### src/sv/svps_pkg.sv
// shared types, constants and reset values for the servo pulse sequencer
// no dependencies; used by svps_sweep and servo_pulse_sequencer_with_sweep
package svps_pkg;

  localparam int NUM_CHANNELS = 8;
  localparam int SLOT_W       = $clog2(NUM_CHANNELS + 1);
  localparam int LINE_W       = 8;
  localparam int SHOWN_W      = 4;
  localparam int WIDTH_W      = 16;
  localparam int TRI_W        = 13;
  localparam int STEP_W       = 8;
  localparam int SWING_W      = 12;
  localparam int PERIOD_W     = 20;
  localparam int CFG_IDX_W    = 3;
  localparam int CFG_DATA_W   = 20;

  typedef enum logic [CFG_IDX_W-1:0] {
    REG_CENTER_WIDTH  = 3'd0,
    REG_SWEEP_STEP    = 3'd1,
    REG_SWEEP_HIGH    = 3'd2,
    REG_SWEEP_LOW     = 3'd3,
    REG_SWING_OFFSET  = 3'd4,
    REG_IDLE_WIDTH    = 3'd5,
    REG_SYNC_GAP      = 3'd6,
    REG_UPDATE_PERIOD = 3'd7
  } cfg_reg_t;

  localparam logic [WIDTH_W-1:0]         CENTER_RST = 16'd2750;
  localparam logic [STEP_W-1:0]          STEP_RST   = 8'd4;
  localparam logic signed [TRI_W-1:0]    HIGH_RST   = 13'sd200;
  localparam logic signed [TRI_W-1:0]    LOW_RST    = -13'sd200;
  localparam logic [SWING_W-1:0]         SWING_RST  = 12'd400;
  localparam logic [WIDTH_W-1:0]         IDLE_RST   = 16'd1500;
  localparam logic [WIDTH_W-1:0]         GAP_RST    = 16'd6000;
  localparam logic [PERIOD_W-1:0]        PERIOD_RST = 20'd20000;
  localparam logic signed [TRI_W-1:0]    HOLD_RST   = -13'sd100;

  typedef struct packed {
    logic [STEP_W-1:0]   step;
    logic [TRI_W-1:0]    high;
    logic [TRI_W-1:0]    low;
    logic [SWING_W-1:0]  swing;
    logic [PERIOD_W-1:0] period;
  } sweep_cfg_t;

  // sweep values after the current tick's update
  typedef struct packed {
    logic [TRI_W-1:0] triangle;
    logic [TRI_W-1:0] hold;
  } sweep_val_t;

endpackage

### src/sv/servo_pulse_sequencer_with_sweep.sv
// servo pulse sequencer top: config registers, slot sequencer, result register
// depends on svps_pkg and svps_sweep
// a result is presented the cycle after its tick transfer
// throughput: one tick per clock while out_stall is low; set by the single result
//   register, which takes a new tick while its current result is being taken
// reset (rst_n low, synchronous): registers return to defaults, frame restarts
//   at slot 0 on the first tick, no result is pending
module servo_pulse_sequencer_with_sweep (
  input  logic                              clk,
  input  logic                              rst_n,
  input  logic                              in_valid,
  output logic                              in_stall,
  input  logic                              in_tick,
  output logic                              out_valid,
  input  logic                              out_stall,
  output logic [svps_pkg::LINE_W-1:0]       out_servo_lines,
  output logic [svps_pkg::SHOWN_W-1:0]      out_active_slot,
  output logic signed [svps_pkg::TRI_W-1:0] out_sweep_value,
  input  logic                              cfg_valid,
  output logic                              cfg_ready,
  input  logic [svps_pkg::CFG_IDX_W-1:0]    cfg_index,
  input  logic [svps_pkg::CFG_DATA_W-1:0]   cfg_data
);
  import svps_pkg::*;

  localparam logic [SLOT_W-1:0] GAP_SLOT = SLOT_W'(NUM_CHANNELS);

  // configuration registers
  logic [WIDTH_W-1:0]  center_r, idle_r, gap_r;
  logic [STEP_W-1:0]   step_r;
  logic [TRI_W-1:0]    high_r, low_r;
  logic [SWING_W-1:0]  swing_r;
  logic [PERIOD_W-1:0] period_r;

  // slot sequencer
  logic [SLOT_W-1:0]  slot_idx_r, slot_idx_nxt;
  logic [WIDTH_W-1:0] slot_cnt_r, slot_cnt_nxt;
  logic [WIDTH_W-1:0] slot_lim_r, slot_lim_nxt;
  logic [LINE_W-1:0]  line_r, line_nxt;

  // result register
  logic                    out_valid_r;
  logic [LINE_W-1:0]       out_lines_r;
  logic [SHOWN_W-1:0]      out_slot_r;
  logic signed [TRI_W-1:0] out_tri_r;

  logic          in_xfer, advance;
  sweep_cfg_t    sweep_cfg;
  sweep_val_t    sweep_val;
  logic [WIDTH_W-1:0] width_swept, width_hold, width_sel;
  logic [SLOT_W-1:0]  shown;

  function automatic logic [WIDTH_W-1:0] sat_width(input logic [WIDTH_W-1:0] base,
                                                   input logic [TRI_W-1:0] ofs);
    logic signed [WIDTH_W+1:0] sum;
    sum = $signed({2'b00, base}) + $signed({{(WIDTH_W+2-TRI_W){ofs[TRI_W-1]}}, ofs});
    if (sum[WIDTH_W+1]) begin
      return '0;
    end else if (sum[WIDTH_W]) begin
      return '1;
    end else begin
      return sum[WIDTH_W-1:0];
    end
  endfunction

  assign cfg_ready = 1'b1;
  assign in_stall  = out_valid_r & out_stall;
  assign in_xfer   = in_valid & ~in_stall;
  assign advance   = in_xfer & in_tick;

  always_ff @(posedge clk) begin
    if (!rst_n) begin
      center_r <= CENTER_RST;
      step_r   <= STEP_RST;
      high_r   <= HIGH_RST;
      low_r    <= LOW_RST;
      swing_r  <= SWING_RST;
      idle_r   <= IDLE_RST;
      gap_r    <= GAP_RST;
      period_r <= PERIOD_RST;
    end else if (cfg_valid && cfg_ready) begin
      case (cfg_index)
        REG_CENTER_WIDTH:  center_r <= cfg_data[WIDTH_W-1:0];
        REG_SWEEP_STEP:    step_r   <= cfg_data[STEP_W-1:0];
        REG_SWEEP_HIGH:    high_r   <= cfg_data[TRI_W-1:0];
        REG_SWEEP_LOW:     low_r    <= cfg_data[TRI_W-1:0];
        REG_SWING_OFFSET:  swing_r  <= cfg_data[SWING_W-1:0];
        REG_IDLE_WIDTH:    idle_r   <= cfg_data[WIDTH_W-1:0];
        REG_SYNC_GAP:      gap_r    <= cfg_data[WIDTH_W-1:0];
        REG_UPDATE_PERIOD: period_r <= cfg_data[PERIOD_W-1:0];
        default: ;
      endcase
    end
  end

  assign sweep_cfg.step   = step_r;
  assign sweep_cfg.high   = high_r;
  assign sweep_cfg.low    = low_r;
  assign sweep_cfg.swing  = swing_r;
  assign sweep_cfg.period = period_r;

  svps_sweep u_sweep (
    .clk     (clk),
    .rst_n   (rst_n),
    .advance (advance),
    .cfg     (sweep_cfg),
    .val_nxt (sweep_val)
  );

  // a slot starting on this tick sees the sweep values after this tick's step
  assign width_swept = sat_width(center_r, sweep_val.triangle);
  assign width_hold  = sat_width(center_r, sweep_val.hold);

  always_comb begin
    if (slot_idx_r >= GAP_SLOT) begin
      width_sel = gap_r;
    end else if (int'(slot_idx_r) == 0 || int'(slot_idx_r) == 2) begin
      width_sel = width_swept;
    end else if (int'(slot_idx_r) == 1) begin
      width_sel = width_hold;
    end else begin
      width_sel = idle_r;
    end
  end

  always_comb begin
    slot_idx_nxt = slot_idx_r;
    slot_cnt_nxt = slot_cnt_r;
    slot_lim_nxt = slot_lim_r;
    line_nxt     = line_r;
    if (advance) begin
      if (slot_cnt_r >= slot_lim_r) begin
        if (slot_idx_r < GAP_SLOT && int'(slot_idx_r) < LINE_W) begin
          line_nxt = LINE_W'(1) << slot_idx_r;
        end else begin
          line_nxt = '0;
        end
        slot_lim_nxt = width_sel;
        slot_cnt_nxt = WIDTH_W'(1);
        slot_idx_nxt = (slot_idx_r >= GAP_SLOT) ? '0 : slot_idx_r + SLOT_W'(1);
      end else begin
        slot_cnt_nxt = slot_cnt_r + WIDTH_W'(1);
      end
    end
  end

  // slot index points at the next slot, so the one on show is one back
  assign shown = (slot_idx_nxt == '0) ? GAP_SLOT : slot_idx_nxt - SLOT_W'(1);

  always_ff @(posedge clk) begin
    if (!rst_n) begin
      slot_idx_r  <= '0;
      slot_cnt_r  <= '0;
      slot_lim_r  <= '0;
      line_r      <= '0;
      out_valid_r <= 1'b0;
    end else begin
      slot_idx_r <= slot_idx_nxt;
      slot_cnt_r <= slot_cnt_nxt;
      slot_lim_r <= slot_lim_nxt;
      line_r     <= line_nxt;
      if (in_xfer) begin
        out_valid_r <= 1'b1;
      end else if (!out_stall) begin
        out_valid_r <= 1'b0;
      end
    end
  end

  always_ff @(posedge clk) begin
    if (in_xfer) begin
      out_lines_r <= line_nxt;
      out_slot_r  <= SHOWN_W'(shown);
      out_tri_r   <= $signed(sweep_val.triangle);
    end
  end

  assign out_valid       = out_valid_r;
  assign out_servo_lines = out_lines_r;
  assign out_active_slot = out_slot_r;
  assign out_sweep_value = out_tri_r;

`ifndef SYNTHESIS
  a_lines_onehot0: assert property (@(posedge clk) disable iff (!rst_n)
    $onehot0(line_r))
    else $error("more than one servo line driven");

  a_counter_bounded: assert property (@(posedge clk) disable iff (!rst_n)
    slot_cnt_r <= slot_lim_r || slot_cnt_r == WIDTH_W'(1))
    else $error("slot counter ran past its limit");

  a_gap_lines_low: assert property (@(posedge clk) disable iff (!rst_n)
    slot_idx_r == '0 |-> line_r == '0)
    else $error("line driven during sync gap");

  a_result_on_transfer: assert property (@(posedge clk) disable iff (!rst_n)
    in_xfer |=> out_valid_r)
    else $error("no result after a tick transfer");
`endif

endmodule

### src/sv/svps_sweep.sv
// triangle sweep: update period counter, triangle value, direction, hold offset
// depends on svps_pkg
module svps_sweep (
  input  logic              clk,
  input  logic              rst_n,
  input  logic              advance,
  input  svps_pkg::sweep_cfg_t cfg,
  output svps_pkg::sweep_val_t val_nxt
);
  import svps_pkg::*;

  localparam logic signed [TRI_W+1:0] TRI_MAX = 15'sd4095;
  localparam logic signed [TRI_W+1:0] TRI_MIN = -15'sd4096;

  logic [PERIOD_W-1:0]      period_r, period_nxt;
  logic signed [TRI_W-1:0]  tri_r, tri_nxt;
  logic                     falling_r, falling_nxt;
  logic signed [TRI_W-1:0]  hold_r, hold_nxt;

  logic [PERIOD_W-1:0]      period_eff;
  logic [PERIOD_W-1:0]      period_inc;
  logic signed [TRI_W+1:0]  tri_ext, step_ext, tri_sum;
  logic signed [TRI_W-1:0]  tri_sat, swing_pos;

  assign period_eff = (cfg.period == '0) ? PERIOD_W'(1) : cfg.period;
  assign period_inc = period_r + PERIOD_W'(1);
  assign tri_ext    = {{2{tri_r[TRI_W-1]}}, tri_r};
  assign step_ext   = $signed({(TRI_W+2-STEP_W)'(0), cfg.step});
  assign tri_sum    = falling_r ? tri_ext - step_ext : tri_ext + step_ext;
  assign swing_pos  = $signed({1'b0, cfg.swing});

  always_comb begin
    if (tri_sum > TRI_MAX) begin
      tri_sat = TRI_MAX[TRI_W-1:0];
    end else if (tri_sum < TRI_MIN) begin
      tri_sat = TRI_MIN[TRI_W-1:0];
    end else begin
      tri_sat = tri_sum[TRI_W-1:0];
    end
  end

  always_comb begin
    period_nxt  = period_r;
    tri_nxt     = tri_r;
    falling_nxt = falling_r;
    hold_nxt    = hold_r;
    if (advance) begin
      if (period_inc >= period_eff) begin
        period_nxt = '0;
        tri_nxt    = tri_sat;
        if (tri_sat > $signed(cfg.high)) begin
          falling_nxt = 1'b1;
          hold_nxt    = swing_pos;
        end
        // lower turn applied last so it wins on crossed bounds
        if (tri_sat < $signed(cfg.low)) begin
          falling_nxt = 1'b0;
          hold_nxt    = -swing_pos;
        end
      end else begin
        period_nxt = period_inc;
      end
    end
  end

  always_ff @(posedge clk) begin
    if (!rst_n) begin
      period_r  <= '0;
      tri_r     <= '0;
      falling_r <= 1'b0;
      hold_r    <= HOLD_RST;
    end else begin
      period_r  <= period_nxt;
      tri_r     <= tri_nxt;
      falling_r <= falling_nxt;
      hold_r    <= hold_nxt;
    end
  end

  assign val_nxt.triangle = tri_nxt;
  assign val_nxt.hold     = hold_nxt;

`ifndef SYNTHESIS
  a_turn_down_positive: assert property (@(posedge clk) disable iff (!rst_n)
    $rose(falling_r) |-> !hold_r[TRI_W-1])
    else $error("hold offset negative after downward turn");

  a_state_holds_idle: assert property (@(posedge clk) disable iff (!rst_n)
    !advance |=> $stable(tri_r) && $stable(period_r) && $stable(hold_r))
    else $error("sweep state moved without a tick");

  a_period_reset_on_step: assert property (@(posedge clk) disable iff (!rst_n)
    advance && (tri_nxt != tri_r) |=> period_r == '0)
    else $error("period counter not cleared on sweep step");
`endif

endmodule
### config.mk
export PLATFORM = sky130hd
export DESIGN_NAME = servo_pulse_sequencer_with_sweep
export DESIGN_NICKNAME = d
export VERILOG_FILES = /design/src/sv/svps_pkg.sv /design/src/sv/servo_pulse_sequencer_with_sweep.sv /design/src/sv/svps_sweep.sv
export SDC_FILE = /design/constraint.sdc
export NUM_CORES = 1
export LEC_CHECK = 0
export CELL_PAD_IN_SITES_DETAIL_PLACEMENT = 1
export CELL_PAD_IN_SITES_GLOBAL_PLACEMENT = 2
export CORE_MARGIN = 5
export CORE_UTILIZATION = 35
export CTS_BUF_LIST = sky130_fd_sc_hd__clkbuf_8 sky130_fd_sc_hd__clkbuf_16
export CTS_CLUSTER_DIAMETER = 40
export DETAILED_ROUTE_END_ITERATION = 10
export DONT_BUFFER_PORTS = 1
export PLACE_DENSITY_LB_ADDON = 0.25
export SETUP_SLACK_MARGIN = 0.2
export SYNTH_ARGS = -nofsm -noshare
export SYNTH_HDL_FRONTEND = slang
export SYNTH_SLANG_ARGS = --single-unit
### constraint.sdc
create_clock -name clk -period 7.9 [get_ports clk]
set_input_delay 1.185 -clock clk [delete_from_list [all_inputs] [get_ports clk]]
set_output_delay 1.185 -clock clk [all_outputs]
set_load 0.01 [all_outputs]
==> key figures <==
Final layout
  • Most common cell after layout, fill and taps aside: nand2_1
  • Fin cells: 2349
  • Antenna diodes: 0
  • Most frequent cells in the layout: 305 x nand2_1, 202 x dfxtp_1, 161 x a21oi_1
  • Post-route cell area: 0.0173 mm^2
  • Fillers: 4613
  • Layout cells sized above 1: 0.182
  • Nets: 1946
  • Layout overhead on the synthesized area: 26.2%

Clock network
  • Worst skew pair latency: 0.59 ns
  • CTS Root Buffer Type: clkbuf_16
  • Longest Clk Path Bufs: 3
  • H-tree Lvls: 2
  • Clock-pin slew on the worst setup and hold paths: 0.06 ns
  • CTS buffer count: 47
  • CTS tree: built
  • Clk sinks: 231
  • # hold bufs at CTS: 0

Critical path
  • Flop2flop setup slack: 0.36 ns
  • Arr. time, crit path: 8.02 ns
  • Critical R2R Launch: step_r[0]
  • Critical Path Start Type: register
  • Worst path required time: 8.38 ns
  • R2R depth: 40
  • CP most frequent cell: ha_4
  • CP peak stage delay: 0.40 ns
  • Setup Crit Path Kind: register to register
  • Reg-to-reg endpoint: slot_lim_r[13]
  • Crit-path slowest cell: o21ai_0
  • Crit-path max FO: 8
  • Element type at the critical path end: register
  • Crit-path leading delay family: compound AO/OA/AOI/OAI gates
  • Worst Path Buf+Inv: 7
  • WP depth: 40

STA
  • Final hold viol count: 0
  • Post-route setup TNS: 0 ns
  • Clock skew: 0.0353 ns
  • Final setup vio count: 0
  • Headroom to the max-slew limit: 0.285
  • RSZ-0062 raised after global routing: true
  • Min cycle time layout: 7.54 ns
  • Slew Limit Fails: 0
  • Least-Margin Pin Slew: 1.07 ns
  • Post-route clock period utilization: 0.955
  • Fmax: 133 MHz

Route
  • WL per Instance: 21.0 um
  • Initial DRC Count: 536
  • Post-route ant nets: 0
  • Final WL: 49.3 mm
  • Drt drc: 0
  • Detailed Routing Iterations Pass 1: 4
  • Via Count: 12600
  • Vias per std cell: 5.37

Global route
  • Number of global-route vias before repair: 13100
  • First-pass GRT wire length: 74.4 mm
  • Global router's overall resource usage: 0.216
  • GRT overflow: 0
  • Initial antenna violation count: 1
  • Largest net degree at the start of global routing: 70

Pwr
  • P_leak: 7.06 nW
  • Sequential share of power: 0.316
  • Switching power: 1.25 mW
  • IR drop worst, VDD: 0.138 mV
  • Net switching share of the total power: 0.302
  • Overall power: 4.15 mW
  • Pwr per Cell Area: 240 mW/mm^2
  • P_int: 2.90 mW
  • Clk pwr share: 0.508
  • Comb pwr share: 0.176

Floorplan
  • Top-Level Pins: 57
  • Core area: 0.0387 mm^2
  • Row Count: 72
  • DIE WIDTH: 208 um
  • DIE AREA: 0.0433 mm^2
  • Chip height: 208 um
  • Initial core utilization: 0.354

Logic synthesis
  • Syn_nets: 1863
  • Async set-or-reset flop fraction in the synthesized netlist: 0
  • Ys Warns: 0
  • Area share of fa/ha/maj cells after synthesis: 0.115
  • Cell area after synthesis: 0.0137 mm^2
  • Post-Syn Instances: 1711
  • Synth top area cells: dfxtp_1 30%, ha_1 11%, nand2_1 8.4%
  • Post-Syn Area per Cell: 8.02 um^2
  • FF+latch count, synth: 231
  • Mux share of post-synthesis cell area: 0.0242
  • Synth Area in Compound Gates: 0.187
  • Post-synth EDFFs: 25
  • Post-Synth Simple-Gate Area: 0.213
  • Post-synth top flop: dfxtp_1
  • Largest family of logic cells by synthesized area: simple AND/OR/NAND/NOR gates
  • Yosys cell types: 77
  • Area leader, netlist: dfxtp_1
  • Sequential area share after synthesis: 0.355
  • Post-synthesis xor/xnor area fraction: 0.0578
  • Synth top area share: 0.300

Hold path
  • Hold Path Stages: 2
  • Hold path endpoint: high_r[9]
  • Min-delay src: high_r[9]
  • Worst min path class: register to register

Placed design
  • Dpl cells: 2234
  • PortBufs: 0
  • Post-DP Area: 0.0147 mm^2
  • Routability cong.: 0.907
  • Final HPWL DP: 34.6 mm

Job
  • Max-cap violation count: 0

Status
  • Outcome: complete, no violations
==> worst max path at each step <==
stage	from	end
detailed placement	step_r[0]	slot_lim_r[14]
floorplan	step_r[0]	slot_lim_r[14]
finish	step_r[0]	slot_lim_r[13]
global route	step_r[0]	slot_lim_r[12]
CTS	step_r[0]	slot_lim_r[13]
global placement	step_r[0]	slot_lim_r[14]
==> layer usage <==
layer,track usage,wire length [um],vias to the layer above
met5,0,0,-
met3,0.0490,2280,92
met2,0.371,24000,218
met1,0.267,21400,6179
li1,-,-,6130
met4,0.0745,1690,0
==> tightest hold or removal path: cells and delay by family, from the launching register on <==
kind | cells | cell delay [ns]
AOI/OAI and AO/OA | 1 | 0.05
and+or+nand+nor | 1 | 0.05
DFF | 1 | 0.30
==> what timing repair did <==
action | in CTS | in global routing
gates resized for setup | 28 | 131
setup endpoints to repair | 16 | 16
pin swaps | 15 | 63
cloned | 0 | 1
setup buffers | 7 | 21
==> sequential cells by signal, summed over array words and instances (netlist names) <==
register           cells
line_r                 8
low_r                 13
out_sweep_value       13
period_r              20
swing_r               12
idle_r                16
slot_lim_r            16
u_sweep.period_r      20
u_sweep.tri_r         13
out_servo_lines        8
out_active_slot        4
slot_idx_r             4
u_sweep.falling_r      1
slot_cnt_r            16
high_r                13
center_r              16
out_valid              1
u_sweep.hold_r        13
step_r                 8
gap_r                 16
==> logic make-up (layout without fill, tap and decap cells) <==
| group | Yosys count | after routing |
|---|---|---|
| buffers and inverters | 170 | 290 |
| other | 1 | 1 |
| multiplexers | 30 | 30 |
| AND/OR/NAND/NOR | 640 | 640 |
| XOR/XNOR | 88 | 88 |
| flip-flops | 231 | 231 |
| AO/OA/AOI/OAI | 427 | 427 |
| adder cells (fa/ha/maj) | 124 | 124 |
==> area by class of cell <==
| cell class | count | area (um^2) | share of cell area |
|---|---|---|---|
| clock buffers | 51 | 1260 | 0.0730 |
| clock inverters | 35 | 412 | 0.0238 |
| inverters | 95 | 358 | 0.0207 |
| multi-input cells | 1310 | 8890 | 0.513 |
| flip-flops and latches | 231 | 4880 | 0.282 |
| well taps | 518 | 648 | 0.0374 |
| repair buffers | 109 | 865 | 0.0499 |
==> synthesized netlist by cell type, drive strengths merged, types with 3 or more instances <==
cell type and count:
mux2 25, nor2 110, ha 120, nor4 9
xor2 48, nand2 308, edfxtp 25, a31oi 10
o41ai 3, mux2i 5, nand3b 12, dfxtp 206
fa 3, nor2b 10, or2 11, a21oi 173
inv 95, o32ai 8, a21o 19, and3 17
a22oi 7, or3 10, clkbuf 67, a211oi 6
o31ai 4, nor3b 3, o21a 12, o21ai 109
o211ai 27, nand2b 18, nand4 19, nand3 58
o21bai 7, nor3 24, xnor2 40, o22ai 3
o211a 3, and2 28, a2111oi 3, a21boi 10
o2111ai 6, buf 8
==> metrics by stage <==
stage	hold WS (ns)	setup WS [ns]	util
3_5_place_dp	0.448	-0.182	0.379
3_3_place_gp	0.441	0.154	0.379
6_report	0.455	0.358	0.447
5_1_grt	0.479	-0.0425	0.447
4_1_cts	0.455	0.204	0.426
2_1_floorplan	0.427	0.229	-
==> power by group through the flow <==
| stage | clock network [mW] | registers (mW) | logic (mW) |
|---|---|---|---|
| detailed placement | 0 | 1.34 | 0.677 |
| global route | 2.20 | 1.32 | 0.807 |
| floorplan | 0 | 1.32 | 0.462 |
| CTS | 2.14 | 1.31 | 0.691 |
| global placement | 0 | 1.33 | 0.658 |
| finish | 2.11 | 1.31 | 0.732 |
No activity file was read; power rests on OpenSTA's default activity.
